### config.mk
export PLATFORM = sky130hd
export DESIGN_NAME = eth_vlan_ip_l4_header_parser
export DESIGN_NICKNAME = d
export VERILOG_FILES = /design/src/hw/rtl/ethhp_pkg.sv /design/src/hw/rtl/eth_vlan_ip_l4_header_parser.sv /design/src/hw/rtl/ethhp_front.sv /design/src/hw/rtl/ethhp_queue.sv /design/src/hw/rtl/ethhp_back.sv
export SDC_FILE = /design/constraint.sdc
export NUM_CORES = 1
export LEC_CHECK = 0
export BUFFER_PORTS_ARGS = -buffer_cell sky130_fd_sc_hd__buf_2
export CAP_MARGIN = 15
export CORE_MARGIN = 3
export CORE_UTILIZATION = 45
export CTS_BUF_LIST = sky130_fd_sc_hd__clkbuf_4 sky130_fd_sc_hd__clkbuf_8 sky130_fd_sc_hd__clkbuf_16
export DETAILED_ROUTE_END_ITERATION = 6
export MAX_ROUTING_LAYER = met4
export PLACE_DENSITY_LB_ADDON = 0.08
export SETUP_SLACK_MARGIN = 0.2
export SLEW_MARGIN = 20
export SYNTH_ARGS = -nofsm -noshare
export SYNTH_HDL_FRONTEND = slang
export SYNTH_HIERARCHICAL = 1
export SYNTH_SLANG_ARGS = --single-unit
export TNS_END_PERCENT = 10
### constraint.sdc
create_clock -name aclk -period 10.5 [get_ports aclk]
set_clock_uncertainty 0.1 [all_clocks]
set_input_delay 1.05 -clock aclk [delete_from_list [all_inputs] [get_ports aclk]]
set_output_delay 1.05 -clock aclk [all_outputs]
set_load 0.005 [all_outputs]
### src/hw/rtl/ethhp_pkg.sv
// Shared types, constants and helpers for the Ethernet/VLAN/IP/L4 header parser.
package ethhp_pkg;

    // Result status codes
    localparam logic [2:0] ST_OK       = 3'd0;
    localparam logic [2:0] ST_SHORT    = 3'd1;
    localparam logic [2:0] ST_VLAN     = 3'd2;
    localparam logic [2:0] ST_NOIP     = 3'd3;
    localparam logic [2:0] ST_PROTO    = 3'd4;
    localparam logic [2:0] ST_L4_SHORT = 3'd5;

    // EtherTypes
    localparam logic [15:0] ET_VLAN   = 16'h8100;
    localparam logic [15:0] ET_QINQ   = 16'h88A8;
    localparam logic [15:0] ET_QINQ_9 = 16'h9100;
    localparam logic [15:0] ET_IPV4   = 16'h0800;
    localparam logic [15:0] ET_IPV6   = 16'h86DD;

    localparam logic [3:0] IHL_MASK = 4'hF;

    // Header geometry
    localparam int ETH_LEN      = 14;
    localparam int TAG_LEN      = 4;
    localparam int IPV4_MIN_LEN = 20;
    localparam int IPV6_LEN     = 40;
    localparam int TCP_LEN      = 20;
    localparam int UDP_LEN      = 8;

    localparam logic [7:0] PROTO_TCP = 8'd6;
    localparam logic [7:0] PROTO_UDP = 8'd17;

    // Header bytes kept: only offsets 12..31 are ever looked at
    localparam int HDR_LO    = 12;
    localparam int HDR_HI    = 31;
    localparam int HDR_IDX_W = 5;

    // Frame length as carried between front and back
    localparam int FLEN_W = 16;
    // Reported length fields
    localparam int LEN_W  = 14;
    localparam int OFF_W  = 7;

    // Descriptor queue
    localparam int Q_DEPTH = 4;
    localparam int Q_PTR_W = 2;
    localparam int Q_CNT_W = 3;

    localparam int RES_W  = 73;
    localparam int DATA_W = 80;

    // Front-end classification of one finished frame
    typedef struct packed {
        logic [FLEN_W-1:0] len;
        logic [2:0]        early_status; // ST_OK, ST_SHORT, ST_VLAN or ST_NOIP
        logic [1:0]        tags;
        logic              ipv6;
        logic [3:0]        ihl_nib;
        logic [7:0]        proto;
    } desc_t;

    // Result word; last member lands in the lowest bits
    typedef struct packed {
        logic [LEN_W-1:0] frame_len;
        logic [LEN_W-1:0] pay_len;
        logic [OFF_W-1:0] payload_offset;
        logic [OFF_W-1:0] l4_off;
        logic [4:0]       l4_hlen;
        logic [7:0]       l4_proto;
        logic [5:0]       ip_hlen;
        logic [2:0]       ip_ver;
        logic [4:0]       eth_hlen;
        logic [2:0]       status;
        logic             valid_res;
    } res_t;

    function automatic logic is_tag(input logic [15:0] et);
        return (et == ET_VLAN) || (et == ET_QINQ) || (et == ET_QINQ_9);
    endfunction

endpackage

### src/hw/rtl/eth_vlan_ip_l4_header_parser.sv
// Top level of the Ethernet/VLAN/IP/L4 header parser.
//
//   Channel   Direction  Contents
//   s_*       in         frame word (tdata[7:0]), end of frame (tlast)
//   m_*       out        one header summary per frame (tdata[72:0])
//   cfg_*     in         L4 protocol filter, 8 bits, 0 accepts any
//
// One byte per cycle, sustained; s_tready drops only when the 4-entry
// descriptor queue is full. The summary of a frame passes through the queue
// and the output register, and is held there while m_tready is low. Reset
// (aresetn low, synchronous) clears the byte count, the queue, the output
// valid flag and the filter; the header byte store and output data have no reset.
module eth_vlan_ip_l4_header_parser import ethhp_pkg::*; #(
    parameter int MAX_FRAME_LEN = 16383
) (
    input  logic              aclk,
    input  logic              aresetn,
    input  logic              s_tvalid,
    output logic              s_tready,
    input  logic [7:0]        s_tdata,   // [7:0] frame_byte
    input  logic              s_tlast,
    output logic              m_tvalid,
    input  logic              m_tready,
    // [0] valid_res, [3:1] status, [8:4] eth_hlen, [11:9] ip_ver,
    // [17:12] ip_hlen, [25:18] l4_proto, [30:26] l4_hlen,
    // [37:31] l4_off, [44:38] payload_offset, [58:45] pay_len,
    // [72:59] frame_len, [79:73] zero
    output logic [DATA_W-1:0] m_tdata,
    input  logic              cfg_wr_en,
    input  logic [7:0]        cfg_wr_data
);

    logic  q_full;
    logic  push;
    desc_t push_desc;
    logic  q_valid;
    desc_t q_data;
    logic  q_pop;

    assign s_tready = !q_full;

    ethhp_front #(
        .MAX_FRAME_LEN(MAX_FRAME_LEN)
    ) u_front (
        .aclk     (aclk),
        .aresetn  (aresetn),
        .byte_acc (s_tvalid && s_tready),
        .byte_data(s_tdata),
        .byte_last(s_tlast),
        .push     (push),
        .desc     (push_desc)
    );

    ethhp_queue u_queue (
        .aclk    (aclk),
        .aresetn (aresetn),
        .wr_en   (push),
        .wr_data (push_desc),
        .full    (q_full),
        .rd_en   (q_pop),
        .rd_valid(q_valid),
        .rd_data (q_data)
    );

    ethhp_back u_back (
        .aclk       (aclk),
        .aresetn    (aresetn),
        .cfg_wr_en  (cfg_wr_en),
        .cfg_wr_data(cfg_wr_data),
        .q_valid    (q_valid),
        .q_data     (q_data),
        .q_pop      (q_pop),
        .m_tvalid   (m_tvalid),
        .m_tready   (m_tready),
        .m_tdata    (m_tdata)
    );

endmodule

### src/hw/rtl/ethhp_front.sv
// Front end: counts frame bytes, keeps header bytes and classifies the frame at its last word.
module ethhp_front import ethhp_pkg::*; #(
    parameter int MAX_FRAME_LEN = 16383
) (
    input  logic       aclk,
    input  logic       aresetn,
    input  logic       byte_acc,
    input  logic [7:0] byte_data,
    input  logic       byte_last,
    output logic       push,
    output desc_t      desc
);

    localparam int CNT_W = $clog2(MAX_FRAME_LEN + 1);

    logic [CNT_W-1:0]  count_reg;
    logic [CNT_W-1:0]  count_next;
    logic [CNT_W-1:0]  count_inc;
    logic [7:0]        hdr_reg [HDR_LO:HDR_HI];
    logic [7:0]        hdr_cur [HDR_LO:HDR_HI];
    logic              in_window;
    logic [FLEN_W-1:0] len;

    assign in_window = (count_reg >= CNT_W'(HDR_LO)) && (count_reg <= CNT_W'(HDR_HI));

    // hold at the ceiling on long frames
    assign count_inc = (count_reg == CNT_W'(MAX_FRAME_LEN)) ? count_reg
                                                             : count_reg + 1'b1;
    assign len = FLEN_W'(count_inc);

    always_comb begin
        count_next = count_reg;
        if (byte_acc) begin
            count_next = byte_last ? '0 : count_inc;
        end
    end

    always_ff @(posedge aclk) begin
        if (!aresetn) begin
            count_reg <= '0;
        end else begin
            count_reg <= count_next;
        end
    end

    always_ff @(posedge aclk) begin
        if (byte_acc && in_window) begin
            hdr_reg[count_reg[HDR_IDX_W-1:0]] <= byte_data;
        end
    end

    // forward the word being accepted so the last word is visible to the decode
    always_comb begin
        for (int i = HDR_LO; i <= HDR_HI; i++) begin
            hdr_cur[i] = (byte_acc && count_reg == CNT_W'(i)) ? byte_data : hdr_reg[i];
        end
    end

    always_comb begin
        logic [15:0]      et0;
        logic [15:0]      et1;
        logic [15:0]      et2;
        logic [15:0]      et;
        logic [1:0]       tags;
        logic [2:0]       early;
        logic [OFF_W-1:0] eth;
        logic [3:0]       nib;
        logic [7:0]       p4;
        logic [7:0]       p6;
        et0   = {hdr_cur[12], hdr_cur[13]};
        et1   = {hdr_cur[16], hdr_cur[17]};
        et2   = {hdr_cur[20], hdr_cur[21]};
        tags  = 2'd0;
        et    = et0;
        early = ST_OK;
        if (len < FLEN_W'(ETH_LEN)) begin
            early = ST_SHORT;
        end else if (is_tag(et0)) begin
            if (len < FLEN_W'(ETH_LEN + TAG_LEN)) begin
                early = ST_VLAN;
            end else if (is_tag(et1)) begin
                if (len < FLEN_W'(ETH_LEN + 2 * TAG_LEN)) begin
                    early = ST_VLAN;
                end else begin
                    tags = 2'd2;
                    et   = et2;
                end
            end else begin
                tags = 2'd1;
                et   = et1;
            end
        end
        case (tags)
            2'd1: begin
                nib = hdr_cur[18][3:0];
                p4  = hdr_cur[27];
                p6  = hdr_cur[24];
            end
            2'd2: begin
                nib = hdr_cur[22][3:0];
                p4  = hdr_cur[31];
                p6  = hdr_cur[28];
            end
            default: begin
                nib = hdr_cur[14][3:0];
                p4  = hdr_cur[23];
                p6  = hdr_cur[20];
            end
        endcase
        eth = OFF_W'(ETH_LEN) + OFF_W'({tags, 2'b00});

        desc.len          = len;
        desc.tags         = 2'd0;
        desc.ipv6         = 1'b0;
        desc.ihl_nib      = '0;
        desc.proto        = '0;
        desc.early_status = early;
        if (early == ST_OK) begin
            desc.tags = tags;
            if (et == ET_IPV4 && len >= FLEN_W'(eth) + FLEN_W'(IPV4_MIN_LEN)) begin
                desc.ihl_nib = nib & IHL_MASK;
                desc.proto   = p4;
            end else if (et == ET_IPV6 && len >= FLEN_W'(eth) + FLEN_W'(IPV6_LEN)) begin
                desc.ipv6  = 1'b1;
                desc.proto = p6;
            end else begin
                desc.early_status = ST_NOIP;
            end
        end
    end

    assign push = byte_acc && byte_last;

endmodule

### src/hw/rtl/ethhp_queue.sv
// Short descriptor queue between the front end and the back end.
module ethhp_queue import ethhp_pkg::*; (
    input  logic  aclk,
    input  logic  aresetn,
    input  logic  wr_en,
    input  desc_t wr_data,
    output logic  full,
    input  logic  rd_en,
    output logic  rd_valid,
    output desc_t rd_data
);

    desc_t              mem_reg [Q_DEPTH];
    logic [Q_PTR_W-1:0] wr_ptr_reg;
    logic [Q_PTR_W-1:0] rd_ptr_reg;
    logic [Q_CNT_W-1:0] cnt_reg;
    logic               do_wr;
    logic               do_rd;

    assign full     = (cnt_reg == Q_CNT_W'(Q_DEPTH));
    assign rd_valid = (cnt_reg != '0);
    assign rd_data  = mem_reg[rd_ptr_reg];
    assign do_wr    = wr_en && !full;
    assign do_rd    = rd_en && rd_valid;

    always_ff @(posedge aclk) begin
        if (do_wr) begin
            mem_reg[wr_ptr_reg] <= wr_data;
        end
    end

    always_ff @(posedge aclk) begin
        if (!aresetn) begin
            wr_ptr_reg <= '0;
            rd_ptr_reg <= '0;
            cnt_reg    <= '0;
        end else begin
            if (do_wr) begin
                wr_ptr_reg <= wr_ptr_reg + 1'b1;
            end
            if (do_rd) begin
                rd_ptr_reg <= rd_ptr_reg + 1'b1;
            end
            case ({do_wr, do_rd})
                2'b10:   cnt_reg <= cnt_reg + 1'b1;
                2'b01:   cnt_reg <= cnt_reg - 1'b1;
                default: cnt_reg <= cnt_reg;
            endcase
        end
    end

endmodule

### src/hw/rtl/ethhp_back.sv
// Back end: IP/L4 checks, offsets and the registered result word.
module ethhp_back import ethhp_pkg::*; (
    input  logic              aclk,
    input  logic              aresetn,
    input  logic              cfg_wr_en,
    input  logic [7:0]        cfg_wr_data,
    input  logic              q_valid,
    input  desc_t             q_data,
    output logic              q_pop,
    output logic              m_tvalid,
    input  logic              m_tready,
    output logic [DATA_W-1:0] m_tdata
);

    logic [7:0] filter_reg;
    logic       m_valid_reg;
    res_t       m_res_reg;
    res_t       res;

    always_ff @(posedge aclk) begin
        if (!aresetn) begin
            filter_reg <= '0;
        end else if (cfg_wr_en) begin
            filter_reg <= cfg_wr_data;
        end
    end

    always_comb begin
        logic [OFF_W-1:0] eth;
        logic [5:0]       ihl;
        logic [OFF_W-1:0] l4off;
        logic [4:0]       l4len;
        logic [OFF_W-1:0] poff;
        eth   = OFF_W'(ETH_LEN) + OFF_W'({q_data.tags, 2'b00});
        ihl   = q_data.ipv6 ? 6'(IPV6_LEN) : {q_data.ihl_nib, 2'b00};
        l4off = eth + OFF_W'(ihl);
        l4len = '0;
        poff  = '0;

        res                = '0;
        res.frame_len      = LEN_W'(q_data.len);
        res.status         = q_data.early_status;
        if (q_data.early_status == ST_NOIP) begin
            res.eth_hlen = 5'(eth);
        end else if (q_data.early_status == ST_OK) begin
            res.eth_hlen = 5'(eth);
            res.ip_ver   = q_data.ipv6 ? 3'd6 : 3'd4;
            res.ip_hlen  = ihl;
            res.l4_proto = q_data.proto;
            if (!q_data.ipv6 && q_data.len < FLEN_W'(l4off)) begin
                res.status = ST_NOIP;
            end else if (filter_reg != '0 && q_data.proto != filter_reg) begin
                res.status = ST_PROTO;
            end else begin
                res.l4_off = l4off;
                if (q_data.proto == PROTO_TCP) begin
                    l4len = 5'(TCP_LEN);
                end else if (q_data.proto == PROTO_UDP) begin
                    l4len = 5'(UDP_LEN);
                end
                poff = l4off + OFF_W'(l4len);
                if (q_data.len < FLEN_W'(poff)) begin
                    res.status = ST_L4_SHORT;
                end else begin
                    res.l4_hlen        = l4len;
                    res.payload_offset = poff;
                    res.pay_len        = LEN_W'(q_data.len - FLEN_W'(poff));
                end
            end
        end
        res.valid_res = (res.status == ST_OK);
    end

    // advance when the output word is empty or being taken
    assign q_pop = q_valid && (!m_valid_reg || m_tready);

    always_ff @(posedge aclk) begin
        if (!aresetn) begin
            m_valid_reg <= 1'b0;
        end else if (q_pop) begin
            m_valid_reg <= 1'b1;
        end else if (m_tready) begin
            m_valid_reg <= 1'b0;
        end
    end

    always_ff @(posedge aclk) begin
        if (q_pop) begin
            m_res_reg <= res;
        end
    end

    assign m_tvalid = m_valid_reg;
    assign m_tdata  = {(DATA_W - RES_W)'(0), m_res_reg};

endmodule
==> out/qor.yml <==
status: "completed"
powerDensity_nw_per_um2: 197
final_cells: 1785
timing.final.crit_share: 0.645
hold_violations: 0
gp_congestion: 0.861
synth.yosys.seq_area_share: 0.592
clock_path_buffers: 3
synth_seq_cells: 332
period_minus_slack_ns: 6.78
synth_top_flop_cell: "edfxtp_1"
num_io_pins: 104
synth.cell_area_um2: 16300
worstMarginPinSlew_ns: 1.10
synth_top_cell_by_area: "edfxtp_1"
max_freq_ghz: 0.148
leakage_nw: 6.45
vdd_drop_max_uv: 162
seq_area_um2: 9650
initialDrtViolationCount: 621
synthDistinctLibCells: 96
multi_input_area_um2: 6070
whs_ns: 0.391
placedCellCount: 1717
cp_max_fo: 41
place_ws_ns: 3.23
antenna_left: 0
overflow: 0
rows: 69
synthMuxAreaShare: 0.103
synth_fa_ha_area_frac: 0.0309
fin_setup_tns_ns: 0
diodes: 0
whs_endpoint: "u_queue/wr_ptr_reg[1]"
slew_viol_final: 0
async_flop_share: 0
grt_util_all_layers: 0.201
drive_above_1_share: 0.211
cts_num_sinks: 332
coreArea_um2: 35700
reg2reg_depth: 19
cts_resized: 0
cts_tree: "yes"
grt_pass1_wl_um: 58500
synth_top_family_by_area: "simple AND/OR/NAND/NOR gates"
crit_required_ns: 10.69
slew_headroom: 0.258
fill_cells: 3064
insertion_delay_ns: 0.53
synth_edf_count: 300
holdPathStages: 2
setup.worst_path.start_class: "flop"
antenna_found_initial: 0
drc: 0
synth_area_leaders: "edfxtp_1 55%, mux4_2 4.1%, dfxtp_1 3.9%"
rsz0062_at_grt: "false"
nNetsFinal: 1354
end_kind: "flop"
min-delay-start: "u_queue/wr_ptr_reg[1]"
setup_slack_ns: 3.72
clock-root-buffer: "clkbuf_16"
yosys.area_share.xor_xnor: 0.0151
vias: 10200
die_w_um: 196
die_y_um: 196
die-area_um2: 38500
post_synth_and_or_nand_nor_area_fraction: 0.122
hold_buffers: 0
start_util: 0.457
hp-class: "flop to flop"
worstSetupPathType: "flop to flop"
synth_warnings: 6
rrSetupSlack_ns: 3.72
r2r_end: "u_queue/mem_reg[3][15]"
largest_register_ffs: 136
yosys.area.top_type_share: 0.553
clkTransAtPathRegs_ns: 0.06
syn_area_per_cell_um2: 13.4
cap_violations: 0
reg2reg_from: "u_queue/cnt_reg[0]"
place.port_buffers: 88
avgRoutedWirePerCell_um: 21.1
setup_violations: 0
hpwl_um: 25300
cts_setup_buffers: 0
post_drt_via_cell_ratio: 5.72
area_delta_synth_final_pct: 12.1
worst_ep_arrival_time_ns: 6.97
first_global_vias: 10000
drt_first_pass_iters: 5
finalWirelength_um: 37600
grt_start_max_net_pins: 67
cts_made_buffers: 37
htree_levels: 2
synthCells: 1215
synth_compound_area_frac: 0.0967
-- final cells by class --
type	count	area share
inverter	46	0.00946
tap	461	0.0316
clock inverter	19	0.00960
sequential	332	0.529
multi-input combinational	771	0.332
clock buffer	49	0.0563
timing repair buffer	107	0.0319
-- cell families (layout without fill, tap and decap cells) --
kind of cell	count (synthesis)	in the layout
XOR/XNOR	28	28
buffers and inverters	128	221
other	2	18
flip-flops	332	332
AND/OR/NAND/NOR	357	357
AO/OA/AOI/OAI	212	212
multiplexers	118	118
adder cells (fa/ha/maj)	38	38
-- cells in the final DEF (no fill, tap or decap), types with 31 or more instances in the layout --
cell and instances:
clkbuf_16 37, a21oi_1 51, nand2_1 84, nor2_1 59, mux2i_1 40, inv_1 41
buf_2 88, and2_1 31, ha_1 33, nor2b_1 35, mux2_2 44, dfxtp_1 31
edfxtp_1 300
-- critical path, stage by stage (launching register included) --
cell,delay [ns]
dfxtp_1,0.46
nor3b_2,0.16
nor2b_1,0.13
buf_4,0.24
or4b_1,0.55
or4_1,0.75
inv_2,0.35
nor2_1,0.10
a211oi_1,0.32
o21ai_1,0.28
nor4_2,0.72
ha_1,0.38
buf_4,0.28
ha_1,0.33
a21oi_1,0.11
o21ai_0,0.09
a211oi_1,0.29
nor4_1,0.08
and3_1,0.35
o31ai_1,0.45
-- metrics by stage --
step	util	power, mW	cell area, um^2
4_1_cts	0.512	3.64	18300
2_1_floorplan	-	2.15	16400
3_5_place_dp	0.478	2.37	17100
5_1_grt	0.512	3.77	18300
3_3_place_gp	0.478	2.36	17100
6_report	0.512	3.59	18300
-- report_power, final --
part / internal [mW] / switching [mW] / total (mW) / leakage [nW]
Combinational: 0.268 / 0.420 / 0.688 / 2.87
Clock: 0.748 / 0.515 / 1.26 / 0.604
Sequential: 1.60 / 0.0368 / 1.64 / 2.98
-- how the worst max path moves through the flow --
stage                                   from  slack [ns]  depth (start not counted)                      to
after floorplan                     s_tvalid        3.51                         20  u_queue/mem_reg[0][10]
after global placement              s_tvalid        3.42                         18  u_queue/mem_reg[0][15]
after detailed placement            s_tvalid        3.23                         18  u_queue/mem_reg[3][15]
after CTS                 u_queue/cnt_reg[0]        3.73                         18  u_queue/mem_reg[3][15]
after global routing      u_queue/cnt_reg[0]        3.23                         19  u_queue/mem_reg[3][15]
final                     u_queue/cnt_reg[0]        3.72                         19  u_queue/mem_reg[3][15]
-- per-layer routing --
| metal | track usage | vias to the layer above | wire, um |
|---|---|---|---|
| met2 | 0.327 | 278 | 18300 |
| met5 | - | - | 0 |
| met1 | 0.259 | 5058 | 16800 |
| met3 | 0.0289 | 65 | 1450 |
| met4 | 0.0697 | 0 | 1110 |
| li1 | - | 4807 | - |
-- synthesized netlist by cell type, drive strengths merged (9+ instances only) --
cell type	instances
edfxtp	300
nand2	84
nor2	61
a21oi	52
inv	46
clkbuf	44
mux2	44
mux2i	40
buf	38
nor2b	36
mux4	34
ha	33
dfxtp	32
and2	31
o21ai	30
nor3	27
nor4	24
a221oi	20
nand3	17
xor2	15
or4	14
a211oi	13
xnor2	13
or3	12
nand4	11
a21o	10
o21a	9
Note: power is estimated with default switching activity, not from simulation.
